### config.mk
export PLATFORM = sky130hd
export DESIGN_NAME = lzo_ram
export DESIGN_NICKNAME = d
export VERILOG_FILES = /design/src/rtl/lzo_ram.sv
export SDC_FILE = /design/constraint.sdc
export NUM_CORES = 2
export LEC_CHECK = 0
export ABC_AREA = 1
export ABC_CLOCK_PERIOD_IN_PS = 1850
export BUFFER_PORTS_ARGS = -buffer_cell sky130_fd_sc_hd__clkbuf_2
export CAP_MARGIN = 20
export CORE_MARGIN = 4
export CORE_UTILIZATION = 45
export DETAILED_ROUTE_END_ITERATION = 16
export GPL_ROUTABILITY_DRIVEN = 1
export SYNTH_ARGS = -nofsm -noshare
export SYNTH_HDL_FRONTEND = slang
export SYNTH_SLANG_ARGS = --single-unit
export TNS_END_PERCENT = 30
### constraint.sdc
create_clock -name i_clk -period 1.85 [get_ports i_clk]
set_input_delay 0.2775 -clock i_clk [delete_from_list [all_inputs] [get_ports i_clk]]
set_output_delay 0.2775 -clock i_clk [all_outputs]
set_load 0.1 [all_outputs]
### src/rtl/lzo_ram.sv
`default_nettype none

module lzo_ram #(
    parameter int WIDTH = 8,
    parameter int DEPTH = 256,
    localparam int AW = (DEPTH > 1) ? $clog2(DEPTH) : 1
) (
    input  logic             i_clk,
    input  logic             i_we,
    input  logic [AW-1:0]    i_waddr,
    input  logic [WIDTH-1:0] i_wdata,
    input  logic [AW-1:0]    i_raddr,
    output logic [WIDTH-1:0] o_rdata
);

    logic [WIDTH-1:0] r_mem [DEPTH];
    logic [WIDTH-1:0] r_rdata;

    always_ff @(posedge i_clk) begin
        if (i_we) begin
            r_mem[i_waddr] <= i_wdata;
        end
        r_rdata <= r_mem[i_raddr];
    end

    assign o_rdata = r_rdata;

endmodule

`default_nettype wire

# Word-level counts from Yosys, hierarchy flattened
# Memories as Yosys holds them, arrays and structs flattened. A register that Yosys moved wholly into a read port is not among the register bits.
# Cells that the tools add are included.
[classes]
n_mux = 2
[op_table]
columns = ["operator", "n"]
rows = [
  ["1-bit 2-to-1 mux", 2],
]
[word_totals]
regBits = 0
ramBits = 2048
input_bits = 26
output_inout_bits = 8
elab_cells = 3
mem_count = 1
[mem_list]
columns = ["memory", "words", "word_bits", "rd", "rd_ports_with_merged_regs", "wr", "line", "text"]
rows = [
  ["r_mem", 256, 8, 1, 1, 1, "16", "logic [WIDTH-1:0] r_mem [DEPTH];"],
]

# Longest topological paths before layout
[depth]
ltp_word = 2
ltp_mapped = 15
ltp_nobuf = 11

# Worst setup path before layout
# No wires, ideal clock.
[synth_path]
kind = "input to register"
from = "in i_we"
to = "mem r_mem[162][0], enable pin"
t_arrival_ns = 1.399
t_required_ns = 1.480
slack_ns = 0.081
cell_stages = 4
path_buffers = 2
path_cell_list = "clkbuf_1 > nand3_1 > clkbuf_1 > nor2_1"
[synth_via]
elab_chain_len = 2
[synth_lines]
columns = ["item", "line", "text"]
rows = [
  ["start: declaration", "9", "input logic i_we,"],
  ["1-bit 2-to-1 mux", "20", "if (i_we) begin"],
  ["1-bit 2-to-1 mux (not written as such)", "21", "r_mem[i_waddr] <= i_wdata;"],
  ["end: declaration", "16", ""],
]
# Every way passes these cells.

==> results.cfg <==
[clock_tree]
cts_root_buf = clkbuf_16
cts_tree = yes
cts_sinks = 2056
cts_buffers = 206
insertion_delay_ps = 850
htreeDepth = 4
cts_buffer_depth = 3
cts_setup_buffers = 0
clk_pin_slew_ps = 60

[setup_path]
crit_family = simple AND/OR/NAND/NOR gates
crit_fanout = 1
crit_path_max_incr_delay_ps = 360
worstPathCellList = nand2_1 -> nand3_1 -> nand3_1 -> nand3_1 -> nand3_1 -> nand3_2 -> buf_12 -> nand3_2 -> nand2_1 -> nand2_1 -> nand2_1
criticalPathCategory = reg -> reg
crit_start = r_mem[238][5]
cp_slowest_cell = edfxtp_1
critPathLaunchType = register
worstPathRequired_ps = 2580
critical_path_arrival_ps = 2550
reg2reg_slack_ps = 40
reg2reg_from = r_mem[238][5]
path_buf_inv = 1
critPathCaptureType = register

[yosys]
muxShareOfSynthArea_pct = 0
yosysSeqAreaShare_pct = 73.9
ys_ff_latch = 2056
yosys.area_share.xor_xnor_pct = 0
yosys.area_share.simple_pct = 22.9
synth_top_family_by_area = simple AND/OR/NAND/NOR gates
yosys.area_share.adder_pct = 0
postSynthAreaPerCell_um2 = 11.9
synth_compound_area_share_pct = 0
synth_area_mm2 = 0.0834
yosys_warnings = 0
synth_cell_types = 14
synthesis.nets = 7029
syn_inst = 7003

[run_status]
outcome = completed

[detailed_routing]
drt-initial-drc-count = 7203
antenna_left = 0
wl_per_cell_um = 23.9
firstDrtPassIters = 6
wirelength_um = 243000
drcViolationCount = 0
num_vias = 57000
avgViaCountPerCell = 5.61

[timing]
fin_crit_ps = 1810
fmax_ghz = 0.551
rsz0062_at_grt = yes
relSlewSlack_pct = 40.9
setup_viol = 0
period_share_pct = 98.1
holdWs_ps = 196
slew_viol_final = 0
worstMarginPinSlew_ps = 883
finClkSkew_ps = 56.2
finalHoldViolations = 0

[job]
cap_violations = 0

[power]
powerDensity_mw_per_mm2 = 1010
peakVddDrop_v = 0.00101
leakage_uw = 0.0357

[cells_and_area]
fin_area_mm2 = 0.0992
areaGrowthSynthToFinish_pct = 18.9
nets = 7540
drive_gt1_share_pct = 14.5

[global_route]
gr-total-overflow = 0
antenna_found_initial = 12
grt_max_degree = 97
grt_pass1_vias = 54700
track_usage_pct = 24.9
grt_pass1_wl_um = 359000

[worst_hold_path]
hold_path_class = in -> reg
min_from = i_raddr[6]

[die]
core_area_mm2 = 0.184
die_y_um = 438
die_area_mm2 = 0.192
initial_core_util_pct = 45.4
ioPinCount = 34
die_x_um = 438
rows = 157

[place]
globalplace.congestion = 0.909
io_buffers = 33
dpl.hpwl_um = 154000
post_dp_cell_area_mm2 = 0.0921
[path summary, 6_finish.rpt]
path | endpoint | cells after the start
setup / recovery | o_rdata[5] | 11
hold / removal | o_rdata[3] | 5
setup reg to reg | o_rdata[5] | 11
hold reg to reg | o_rdata[4] | 10
[per-layer routing]
layer	GRT usage [%]	wire length, um	vias up
met5	0	27	-
met4	8.92	8660	4
met3	3.92	21000	430
met2	39.5	114000	2583
met1	35.2	99600	28000
li1	-	-	25900
[tightest hold or removal path, stage by stage]
cell and delay, ps:
clkbuf_2 310, nand3_1 240, nand2_1 70, nand2_1 60, nand2_1 50
[power breakdown]
group          internal (uW)  leakage, uW  switching, uW
clock network          23400      0.00327          18100
logic                   2290       0.0140           4940
registers              51300       0.0185           85.3
total                  77100       0.0357          23100
[kinds of logic after synthesis]
logic type | count (synthesis)
flip-flops | 2056
buffers and inverters | 522
AND/OR/NAND/NOR | 4425
[placed cells by master (no fill, tap or decap), drive strengths merged]
cell type / instances
buf: 758
nand3: 2019
diode: 7
clkinv: 103
dfxtp: 8
inv: 42
bufinv: 20
edfxtp: 2048
clkbuf: 266
dlygate4sd3: 9
nor2: 283
nand2: 2123
clkinvlp: 7
[state kept, by name, indices dropped and copies added (netlist names)]
name,cells
o_rdata,8
r_mem,2048
[through the flow]
step           total power, uW  std cells  setup WS [ps]  TNS, ps  util, %
5_1_grt                 103000      10200          -22.2    -41.4     54.0
2_1_floorplan            55700       7003           81.0        0        -
6_report                100000      10200           35.4        0     54.0
4_1_cts                 101000      10200          -75.3    -75.3     54.0
3_5_place_dp             59500       9761           -708   -11640     50.1
3_3_place_gp             59400       9761           -713   -11560     50.1
[synthesized netlist by cell type]
master       n  area (um2)
buf_2      268        1340
nor2_1     283        1060
edfxtp_1  2048       61500
dfxtp_1      8         160
buf_8        1        15.0
buf_6       16         180
inv_4        1        6.26
buf_4       46         345
nand2_1   2123        7970
clkbuf_1   112         420
inv_1       36         135
nand3_1   2019       10100
buf_1       40         150
inv_2        2        7.51
[area by class of cell]
class                           instances  area [um2]
Fill cell                           15400       84500
Clock inverter                        133        1390
Antenna cell                            7        17.5
Sequential cell                      2056       61700
Multi-Input combinational cell       4425       19300
Inverter                               39         180
Tap cell                             2464        3080
Clock buffer                          247        5330
Timing Repair Buffer                  786        8260
[repair_timing]
action	in CTS	in global routing
endpoints found under the hold margin	428	0
endpoints found under the setup margin	11	9
pin swaps	0	0
hold buffers	9	0
resized for setup	37	19
Power figures use the tool's default switching activity.
